### src/rtl/core/mhpq_pkg.sv
`default_nettype none
package mhpq_pkg;
  localparam int HEAP_DEPTH    = 64;
  localparam int PRIORITY_BITS = 8;
  localparam int ADDR_BITS     = $clog2(HEAP_DEPTH);
  localparam int COUNT_BITS    = $clog2(HEAP_DEPTH + 1);
  localparam int QUEUE_DEPTH   = 2;

  localparam logic [1:0] ST_INSERTED    = 2'd0;
  localparam logic [1:0] ST_EXTRACTED   = 2'd1;
  localparam logic [1:0] ST_REFUSE_FULL = 2'd2;
  localparam logic [1:0] ST_REFUSE_EMPTY = 2'd3;

  localparam logic FUNC_INSERT  = 1'b0;
  localparam logic FUNC_EXTRACT = 1'b1;

  typedef struct packed {
    logic       func;
    logic [7:0] priority_req;
    logic [31:0] payload;
  } in_item_t;

  typedef struct packed {
    logic [1:0]  status;
    logic [7:0]  out_priority;
    logic [31:0] out_id;
    logic [31:0] out_payload;
    logic [7:0]  top_priority;
    logic [6:0]  occupancy;
  } out_item_t;

  // One heap entry as stored in memory.
  typedef struct packed {
    logic [PRIORITY_BITS-1:0] prio;
    logic [31:0]              id;
    logic [31:0]              payload;
  } entry_t;

  // Classified command passed from the front to the back.
  typedef struct packed {
    logic [1:0]               status;
    logic [PRIORITY_BITS-1:0] prio;
    logic [31:0]              id;
    logic [31:0]              payload;
  } cmd_t;

  function automatic logic ranks_above(entry_t a, entry_t b);
    if (a.prio != b.prio) return a.prio > b.prio;
    return a.id < b.id;
  endfunction
endpackage
`default_nettype wire

### src/rtl/core/mhpq_front.sv
`default_nettype none
module mhpq_front (
  input  wire logic              clk,
  input  wire logic              rst,
  input  wire logic              push,
  output logic                   full,
  input  wire mhpq_pkg::in_item_t in_item,
  output logic                   cmd_valid,
  output mhpq_pkg::cmd_t         cmd,
  input  wire logic              cmd_take
);
  // Front keeps its own fill count and id counter so it can classify items.
  logic [mhpq_pkg::COUNT_BITS-1:0] fill;
  logic [31:0] id_counter;
  mhpq_pkg::cmd_t q [mhpq_pkg::QUEUE_DEPTH];
  logic [1:0] qcount;
  logic wp, rp;
  logic acc;
  mhpq_pkg::cmd_t c;

  assign full = (qcount == 2'(mhpq_pkg::QUEUE_DEPTH));
  assign acc = push && !full;
  assign cmd_valid = (qcount != 2'd0);
  assign cmd = q[rp];

  // Classify the incoming item.
  always_comb begin
    c = '0;
    if (in_item.func == mhpq_pkg::FUNC_INSERT) begin
      if (fill == mhpq_pkg::COUNT_BITS'(mhpq_pkg::HEAP_DEPTH)) begin
        c.status = mhpq_pkg::ST_REFUSE_FULL;
      end else begin
        c.status  = mhpq_pkg::ST_INSERTED;
        c.prio    = in_item.priority_req[mhpq_pkg::PRIORITY_BITS-1:0];
        c.id      = id_counter;
        c.payload = in_item.payload;
      end
    end else begin
      c.status = (fill == '0) ? mhpq_pkg::ST_REFUSE_EMPTY : mhpq_pkg::ST_EXTRACTED;
    end
  end

  always_ff @(posedge clk) begin
    if (acc) q[wp] <= c;
    if (rst) begin
      fill <= '0;
      id_counter <= '0;
      qcount <= '0;
      wp <= 1'b0;
      rp <= 1'b0;
    end else begin
      if (acc) begin
        wp <= ~wp;
        if (c.status == mhpq_pkg::ST_INSERTED) begin
          fill <= fill + 1'b1;
          id_counter <= id_counter + 32'd1;
        end else if (c.status == mhpq_pkg::ST_EXTRACTED) begin
          fill <= fill - 1'b1;
        end
      end
      if (cmd_take) rp <= ~rp;
      qcount <= qcount + {1'b0, acc} - {1'b0, cmd_take};
    end
  end
endmodule
`default_nettype wire

### config.mk
export PLATFORM = sky130hd
export DESIGN_NAME = mhpq_front
export DESIGN_NICKNAME = d
export VERILOG_FILES = /design/src/rtl/core/mhpq_pkg.sv /design/src/rtl/core/mhpq_front.sv
export SDC_FILE = /design/constraint.sdc
export NUM_CORES = 1
export LEC_CHECK = 0
export BUFFER_PORTS_ARGS = -buffer_cell sky130_fd_sc_hd__buf_2
export CORE_MARGIN = 8
export CORE_UTILIZATION = 41
export DETAILED_ROUTE_END_ITERATION = 10
export HOLD_SLACK_MARGIN = 0.06
export PLACE_DENSITY = 0.63
export SYNTH_ARGS = -nofsm -noshare
export SYNTH_HDL_FRONTEND = slang
export SYNTH_SLANG_ARGS = --single-unit
### constraint.sdc
create_clock -name clk -period 5.3 [get_ports clk]
set_input_delay 0.53 -clock clk [delete_from_list [all_inputs] [get_ports clk]]
set_output_delay 0.53 -clock clk [all_outputs]
set_load 0.01 [all_outputs]
==> impl_metrics.yaml, run 1 <==
cells_and_area:
  antenna-diode-count: 0
  seq_area_mm2: 0.00533
  final_cell_count_no_fill: 952
  area.growth.synth_to_final_pct: 17.8
  fillers: 1710
  ratio_of_cells_with_drive_above_1_in_the_final_layout_pct: 35.2
  multi_input_area_mm2: 0.00250
  final_net_count: 728
floorplanning:
  die_area_mm2: 0.0241
  floorplan.rows: 51
  ioPinCount: 121
  core_area_mm2: 0.0193
  start_util_pct: 41.3
  die_x_um: 155
  die_height_um: 155
job:
  maxCapViolCount: 0
yosys:
  sequential_element_share_of_the_synthesized_area_pct: 66.8
  synth.cell_area_mm2: 0.00797
  synth_top_area_share_pct: 55.8
  ys_top_cells_by_area: "edfxtp_1 (56%), dfxtp_1 (11%), mux2_2 (10%)"
  synth_top_cell_by_area: "edfxtp_1"
  synth_fp_nets: 611
  synthesis.yosys.warnings: 0
  yosys.cell_types.count: 44
  share_of_flip_flops_with_an_asynchronous_set_or_reset_pct: 0
  dominantRegCellSynth: "edfxtp_1"
  synth_enable_flop_cells: 148
  postSynthAreaPerCell_um2: 14.3
  syn_inst: 557
  ys_seq_elements: 192
sta:
  timing.fmax_ghz: 0.300
  hold_ws_ps: 391
  unrepaired_setup_endpoints_after_global_routing: "no"
  layout_worst_path_cycle_share_pct: 62.8
  final_critical_path_setup_slack_ps: 1970
  fin_setup_tns_ps: 0
  slew_violations: 0
  actual_slew_at_the_worst_max_slew_pin_ps: 1090
  layout_min_cycle_time_ps: 3330
  maxSlewHeadroom_pct: 27.4
  setup-violations-final: 0
  worst_clock_skew_ps: 7.34
  timing.final.hold_violations: 0
drt:
  via_count: 4614
  drc_viols: 0
  drt-initial-drc-count: 254
  detail_route.wirelength.met1_um: 6590
  highest-signal-layer: "met4"
  post_drt_via_cell_ratio: 4.85
  drt_pre_antenna_iters: 5
  drtAntennaViolNets: 0
  wl_met3_um: 823
  route.met2.wl_um: 7650
  routedWlPerCell_um: 16.1
  wl_um: 15300
critical_path:
  critPathCaptureType: "flip-flop"
  critPathMaxFanout: 9
  critical_path_class: "flip-flop to flip-flop"
  crit_required_ps: 5650
  worst_ep_arrival_time_ps: 3680
  worst_path_max_delay_cell: "nor4_1"
  critPathLaunchType: "flip-flop"
  worstReg2RegStart: "fill[0]"
  slowest_delay_ps: 790
  path_cells: "nor4_1 > a21o_2 > clkinv_1 > fa_1 > nor2b_1 > o31a_1 > o22ai_1 > xnor2_1 > or3_2 > a21oi_1"
  timing.critical_path.from: "fill[0]"
grt:
  globalRoute.totalOverflow: 0
  first_global_vias: 4866
  globalRouteTotalUtil_pct: 12.9
  grt_antenna_before_repair: 0
  wire_length_of_the_first_global_routing_pass_um: 24400
  grt_max_degree: 75
power:
  finalPower_mw: 4.07
  power_density_mw_per_mm2: 434
  vdd_drop_max_mv: 0.261
  static-leakage-power_nw: 3.54
cts:
  post_cts_resize_count: 0
  clock_sinks: 192
  post-cts-setup-buffer-count: 0
  tritoncts: "done"
  tritoncts.num_buffers: 17
  cts_max_path_buffers: 2
  clkTransAtPathRegs_ps: 70
  clk-insertion-delay-late_ps: 430
  post_cts_hold_buffer_count: 0
  number_of_levels_in_the_clock_h_tree: 4
  cts.root.buffer_cell: "clkbuf_16"
placed_design:
  hpwl_um: 9800
  post-place-ws_ps: 2050
  routabilityCongestion: 0.748
  post-place-cells: 920
  placement.io_buffers: 120
status:
  outcome: "finished, final reports clean"
worst_hold_path:
  hold_path.startpoint: "cmd_take"
  worst_hold_path_type: "input pin to flip-flop"
-- cells by family (layout without fill, tap and decap cells) --
logic type / count (synthesis) / after routing / synth area share (%)
fa+ha+maj: 9 / 9 / 1.51
flops: 192 / 192 / 66.8
mux: 75 / 75 / 10.6
simple gates: 184 / 184 / 12.9
xor+xnor: 35 / 35 / 3.85
compound gates: 29 / 29 / 2.40
buf+inv: 33 / 163 / 1.93
-- power by group --
part | leakage, nW | switching [mW] | internal [mW]
clock network | 0.273 | 0.595 | 0.626
logic | 1.47 | 0.490 | 0.367
registers | 1.79 | 0.0971 | 1.90
-- registers in the layout, indices dropped and copies added (netlist names), named ones only --
register,cells
fill,7
id_counter,32
q,148
qcount,2
rp,1
wp,1
-- synthesized netlist by cell type (9+ instances only) --
master and number:
edfxtp_1 148, mux2_2 74, and2_1 73, nor2_1 48
dfxtp_1 44, xor2_1 20, clkbuf_1 19, xnor2_1 15
a21oi_1 11, nand2_1 10, nand4_1 10, nand3_1 9
-- worst max-delay path: cells and delay by family, from the launching register on --
kind                       cells  cell delay [ps]
and+or+nand+nor                3             1430
AOI/OAI and AO/OA              4              790
adders and majority gates      1              410
DFF                            1              340
buffers and inverters          1              140
xor gates and xnor gates       1              140
-- metrics by stage --
stage / util, % / instance area, um^2
detailed placement: 45.7 / 8810
global route: 48.7 / 9380
finish: 48.7 / 9380
CTS: 48.7 / 9380
floorplan: - / 7970
global placement: 45.7 / 8810
-- layer usage --
| layer | GRT usage, % | vias up |
|---|---|---|
| met5 | 0 | - |
| met4 | 4.62 | 0 |
| met3 | 4.08 | 15 |
| met2 | 22.2 | 103 |
| met1 | 14.8 | 2263 |
| li1 | - | 2233 |
-- worst paths after layout --
kind | endpoint | slack [ps] | depth (start not counted)
worst max register to register | fill[6] | 1970 | 10
worst max-delay path | fill[6] | 1970 | 10
worst min-delay path | flip-flop | 390 | 3
worst min register to register | id_counter[13] | 510 | 2
-- layout by cell type (no fill, tap or decap), types with 8 or more instances in the layout --
master,instances
nand2_1,10
nand3_1,9
xnor2_1,15
nand4_1,10
a21oi_1,11
xor2_1,20
and2_1,73
mux2_2,74
clkbuf_16,17
edfxtp_1,148
nor2_1,47
ha_1,8
inv_1,8
o21ai_0,8
buf_2,120
dfxtp_1,43
-- layout make-up --
type | instances | share of cell area, %
Clock buffer | 17 | 4.53
Clock inverter | 15 | 1.57
Timing Repair Buffer | 122 | 6.56
Sequential cell | 192 | 56.8
Multi-Input combinational cell | 332 | 26.6
Tap cell | 265 | 3.53
Inverter | 9 | 0.360
No activity file was read; power rests on OpenSTA's default activity.
==> run 2, diff against run 1 <==
- PLACE_DENSITY: 0.63 -> 0.65
- clock period: 5.3 -> 2.8 ns (I/O delays scaled with it)
==> run 2 against run 1 <==
  * Die area stayed put
  * Largest power group unchanged
  * Power increased by 91%
  * Maximum frequency increased by 27%
  * Register-to-register slack lost 1800 ps
  * Clock power is 86% higher
  * Routed wire length grew 2.8%
  * Cell count rose by 0.84%
  * Critical endpoint unchanged
  * Clock skew shrank 1.3 ps
  * Sequential power rose by 88%
  * Setup slack got worse by 1800 ps
  * Global-route usage rose by 0.49 points
==> impl_metrics.yaml, run 2 (synthesis gave the netlist of run 1 again) <==
status:
  outcome: "finished, final reports clean"
drt:
  routedWlPerCell_um: 16.4
  via_count: 4618
  drtAntennaViolNets: 0
  post_drt_via_cell_ratio: 4.81
  wl_um: 15700
  drc_viols: 0
  drt-initial-drc-count: 265
  drt_pre_antenna_iters: 4
sta:
  timing.fmax_ghz: 0.382
  fin_setup_tns_ps: 0
  timing.final.hold_violations: 0
  worst_clock_skew_ps: 6.04
  actual_slew_at_the_worst_max_slew_pin_ps: 868
  unrepaired_setup_endpoints_after_global_routing: "no"
  setup-violations-final: 0
  final_critical_path_setup_slack_ps: 182
  slew_violations: 0
  layout_worst_path_cycle_share_pct: 93.5
  layout_min_cycle_time_ps: 2620
  maxSlewHeadroom_pct: 42.2
placed_design:
  post-place-cells: 926
  placement.cell_area_mm2: 0.00891
  routabilityCongestion: 0.742
  placement.io_buffers: 120
  hpwl_um: 10300
  post-place-ws_ps: 31.1
cts:
  clk-insertion-delay-late_ps: 420
  tritoncts: "done"
  clock_sinks: 192
  cts_max_path_buffers: 2
  clkTransAtPathRegs_ps: 70
  cts.root.buffer_cell: "clkbuf_16"
  tritoncts.num_buffers: 17
  number_of_levels_in_the_clock_h_tree: 4
critical_path:
  timing.critical_path.from: "fill[1]"
  path_cells: "nor4_4 > a21o_4 > clkinv_2 > fa_1 > nor2b_2 > o31a_1 > o22ai_1 > xnor2_1 > or3_2 > a21oi_1"
  crit-reg2reg-capture: "fill[6]"
  worst_path_max_delay_cell: "or3_2"
  worst_ep_arrival_time_ps: 2960
  crit_required_ps: 3140
  rr_worst_depth: 10
  timing.reg2reg.setup_slack_ps: 180
  critPathLaunchType: "flip-flop"
  critPathMaxFanout: 6
  critical_path_class: "flip-flop to flip-flop"
  worstReg2RegStart: "fill[1]"
  critical_path.endpoint: "fill[6]"
  critPathCaptureType: "flip-flop"
  slowest_delay_ps: 430
worst_hold_path:
  worst_hold_path_type: "input pin to flip-flop"
cells_and_area:
  antenna-diode-count: 0
  largest_register_ffs: 148
  max_flop_register: "q"
  multi_input_area_mm2: 0.00252
  ratio_of_cells_with_drive_above_1_in_the_final_layout_pct: 35.4
  top_regs: "q (148), id_counter (32), fill (7)"
  final_common_cell: "edfxtp_1"
  final_cell_count_no_fill: 960
  seq_area_mm2: 0.00533
  finalInstanceArea_mm2: 0.00948
  fillers: 1715
  area.growth.synth_to_final_pct: 19.1
  final_net_count: 736
  final_cell_mix: "edfxtp_1 (148), buf_2 (120), mux2_2 (74), and2_1 (73), nor2_1 (47)"
job:
  maxCapViolCount: 0
grt:
  wire_length_of_the_first_global_routing_pass_um: 25300
  globalRouteTotalUtil_pct: 13.4
  first_global_vias: 4918
  globalRoute.totalOverflow: 0
  grt_antenna_before_repair: 0
  grt_max_degree: 72
floorplanning:
  ioPinCount: 121
  start_util_pct: 41.3
  core_area_mm2: 0.0193
  floorplan.rows: 51
  die_area_mm2: 0.0241
  die_x_um: 155
  die_height_um: 155
power:
  static-leakage-power_nw: 3.59
  power_density_mw_per_mm2: 821
  vdd_drop_max_mv: 0.526
## run 2: cell types whose count changed in the layout (fill, tap and decap cells not counted), moves of 2 or more
cell        before  now
buf_4            2    7
inv_8            5    0
buf_12           0    3
bufinv_16        0    2
clkinv_2         0    3
clkinvlp_4       3    1
clkinv_4         4    1
clkinv_1         1    6
## run 2: worst max-delay path: cells and delay by family, from the launching register on
family                     cells  cell delay (ps)
buffers and inverters          1               70
DFF                            1              360
adders and majority gates      1              390
and+or+nand+nor                3              940
AOI/OAI and AO/OA              4              640
xor gates and xnor gates       1              140
## run 2: routing by layer
| metal | wire (um) | vias up | track usage, % |
|---|---|---|---|
| li1 | - | 2253 | - |
| met1 | 6840 | 2251 | 15.5 |
| met4 | 194 | 0 | 4.44 |
| met3 | 721 | 14 | 3.55 |
| met5 | 0 | - | 0 |
| met2 | 7960 | 100 | 23.5 |
## run 2: through the flow
step	power, mW	util (%)	hold WS (ps)
final	7.78	49.2	151
after global routing	8.20	49.2	148
after CTS	7.90	49.1	134
after detailed placement	5.60	46.2	493
after global placement	5.50	46.2	482
after floorplan	4.94	-	379
## run 2: layout make-up
class	instances	share of cell area, %
multi-input cells	332	26.6
repair buffers	130	7.52
inverters	9	0.369
clock inverters	14	1.29
well taps	265	3.50
flip-flops and latches	192	56.2
clock buffers	18	4.53
## run 2: worst min-delay path by stage
stage | startpoint | slack [ps] | depth (start not counted) | endpoint
finish | cmd_take | 150 | 3 | rp
global route | in_item[24] | 150 | 2 | q[0][24]
CTS | cmd_take | 130 | 3 | rp
detailed placement | id_counter[13] | 490 | 2 | id_counter[13]
global placement | id_counter[20] | 480 | 2 | id_counter[20]
floorplan | in_item[40] | 380 | 0 | q[0][72]
## run 2: power by group
part / leakage [nW] / internal (mW) / switching (mW) / total (mW)
clock: 0.265 / 1.29 / 0.979 / 2.27
sequential: 1.79 / 3.59 / 0.173 / 3.76
combinational: 1.53 / 0.776 / 0.970 / 1.75
total: 3.59 / 5.66 / 2.12 / 7.78
## run 2: what timing repair did
item / 4_1_cts / 5_1_grt
buffers inserted: 0 / 2
endpoints found under the setup margin: 0 / 1
hold buffers: 0 / 0
gates resized for setup: 0 / 2
hold endpoints to repair: 0 / 0
==> run 3, diff against run 2 <==
- SETUP_SLACK_MARGIN: not set -> 0.3
==> run 3 against run 2 <==
  * Routed wire length up 0.52%
  * Setup slack better by 180 ps
  * Via count up 2.0%
  * Cell count up 0.10%
  * Design area up 0.66%
  * Non-clock buffer count up 1
  * Flip-flop and latch count unchanged
  * Core utilization up 0.32 points
  * Critical path depth down 1
  * Sequential share of layout area down 0.34 points
  * First-iteration DRC count up 1.1%
  * Count of clock-buffer cells in the layout up 8
  * Critical endpoint unchanged
==> impl_metrics.yaml, run 3 (synthesis gave the netlist of run 1 again) <==
sta:
  hold_ws_ps: 155
  fin_setup_tns_ps: 0
  timing.fmax_ghz: 0.410
  final_critical_path_setup_slack_ps: 360
  actual_slew_at_the_worst_max_slew_pin_ps: 828
  unrepaired_setup_endpoints_after_global_routing: "yes"
  maxSlewHeadroom_pct: 44.8
  slew_violations: 0
  worst_clock_skew_ps: 7.35
  layout_min_cycle_time_ps: 2440
  layout_worst_path_cycle_share_pct: 87.2
  timing.final.hold_violations: 0
  setup-violations-final: 0
floorplanning:
  die_area_mm2: 0.0241
  floorplan.rows: 51
  core_area_mm2: 0.0193
  die_x_um: 155
  ioPinCount: 121
  start_util_pct: 41.3
  die_height_um: 155
status:
  outcome: "finished, final reports clean"
cells_and_area:
  ratio_of_cells_with_drive_above_1_in_the_final_layout_pct: 36.9
  top_regs: "q (148), id_counter (32), fill (7)"
  area.growth.synth_to_final_pct: 19.8
  final_cell_mix: "edfxtp_1 (148), buf_2 (120), mux2_2 (74), and2_1 (73), nor2_1 (47)"
  final_cell_count_no_fill: 961
  final_net_count: 737
  antenna-diode-count: 0
  largest_register_ffs: 148
  max_flop_register: "q"
  final_common_cell: "edfxtp_1"
critical_path:
  path_cells: "nor4_4 > a21o_4 > ha_1 > nor2b_4 > o31a_1 > o22ai_1 > xnor2_1 > or3_4 > a21oi_1"
  rr_worst_depth: 9
  slowest_delay_ps: 340
  critical_path_class: "flip-flop to flip-flop"
  worst_path_max_delay_cell: "dfxtp_2"
  critPathCaptureType: "flip-flop"
  crit_required_ps: 3150
  critical_path.n_buffers_inverters: 0
  critPathTopFamily: "simple AND/OR/NAND/NOR gates"
  critPathMaxFanout: 5
  worst_ep_arrival_time_ps: 2790
  timing.critical_path.depth: 9
  critPathLaunchType: "flip-flop"
drt:
  wl_um: 15800
  drc_viols: 0
  drtAntennaViolNets: 0
  drt-initial-drc-count: 268
  drt_pre_antenna_iters: 4
  routedWlPerCell_um: 16.4
  post_drt_via_cell_ratio: 4.90
  via_count: 4711
cts:
  tritoncts: "done"
  clock_sinks: 192
  clkTransAtPathRegs_ps: 70
  cts_max_path_buffers: 2
  cts.root.buffer_cell: "clkbuf_16"
  number_of_levels_in_the_clock_h_tree: 4
  clk-insertion-delay-late_ps: 420
  tritoncts.num_buffers: 17
worst_hold_path:
  worst_hold_path_type: "input pin to flip-flop"
  hold_depth: 2
placed_design:
  placement.io_buffers: 120
  hpwl_um: 10100
  routabilityCongestion: 0.751
  post-place-cells: 925
  post-place-ws_ps: 145
power:
  power_density_mw_per_mm2: 829
  vdd_drop_max_mv: 0.609
  finalPower_mw: 7.91
  static-leakage-power_nw: 3.63
grt:
  globalRouteTotalUtil_pct: 13.4
  grt_antenna_before_repair: 0
  first_global_vias: 4960
  globalRoute.totalOverflow: 0
  wire_length_of_the_first_global_routing_pass_um: 25200
  grt_max_degree: 72
job:
  maxCapViolCount: 0
## run 3: path summary, 6_finish.rpt
path	start	to	slack, ps
hold / removal	in_item[24]	q[0][24]	160
setup reg to reg	fill[3]	fill[6]	360
hold reg to reg	id_counter[13]	id_counter[13]	510
setup / recovery	fill[3]	fill[6]	360
## run 3: cell type report
type / count / area (um^2)
sequential: 192 / 5330
timing repair buffer: 131 / 708
multi-input combinational: 332 / 2540
fill: 1697 / 9720
clock inverter: 6 / 40.0
tap: 265 / 332
clock buffer: 26 / 553
inverter: 9 / 38.8
## run 3: worst register-to-register path, delay by kind of cell (launching register included)
kind	cells	cell delay, ps
simple gates	3	820
xor+xnor	1	120
fa+ha+maj	1	280
flops	1	340
compound gates	4	800
## run 3: per-stage QoR
| step | util [%] | instance area [um^2] |
|---|---|---|
| final | 49.5 | 9550 |
| after global routing | 49.5 | 9550 |
| after floorplan | - | 8020 |
| after CTS | 49.4 | 9520 |
| after global placement | 46.2 | 8900 |
| after detailed placement | 46.2 | 8900 |
## run 3: where the power goes
group          switching (mW)  internal, mW  leakage [nW]
sequential              0.175          3.59          1.79
combinational           0.979         0.793          1.54
clock                   0.996          1.37         0.297
## run 3: what timing repair did
item	4_1_cts	5_1_grt
pin swaps	2	2
setup endpoints to repair	1	5
gates resized for setup	1	4
hold buffers	0	0
endpoints found under the hold margin	0	0
setup buffers	2	2
## run 3: per-layer routing
metal  up-vias  part of all wire, %  GRT usage [%]
met5         -                    0              0
met4         0                  1.2           4.99
met3        13                  5.5           3.99
met2       108                   49           22.5
met1      2333                   44           15.9
li1       2257                    -              -
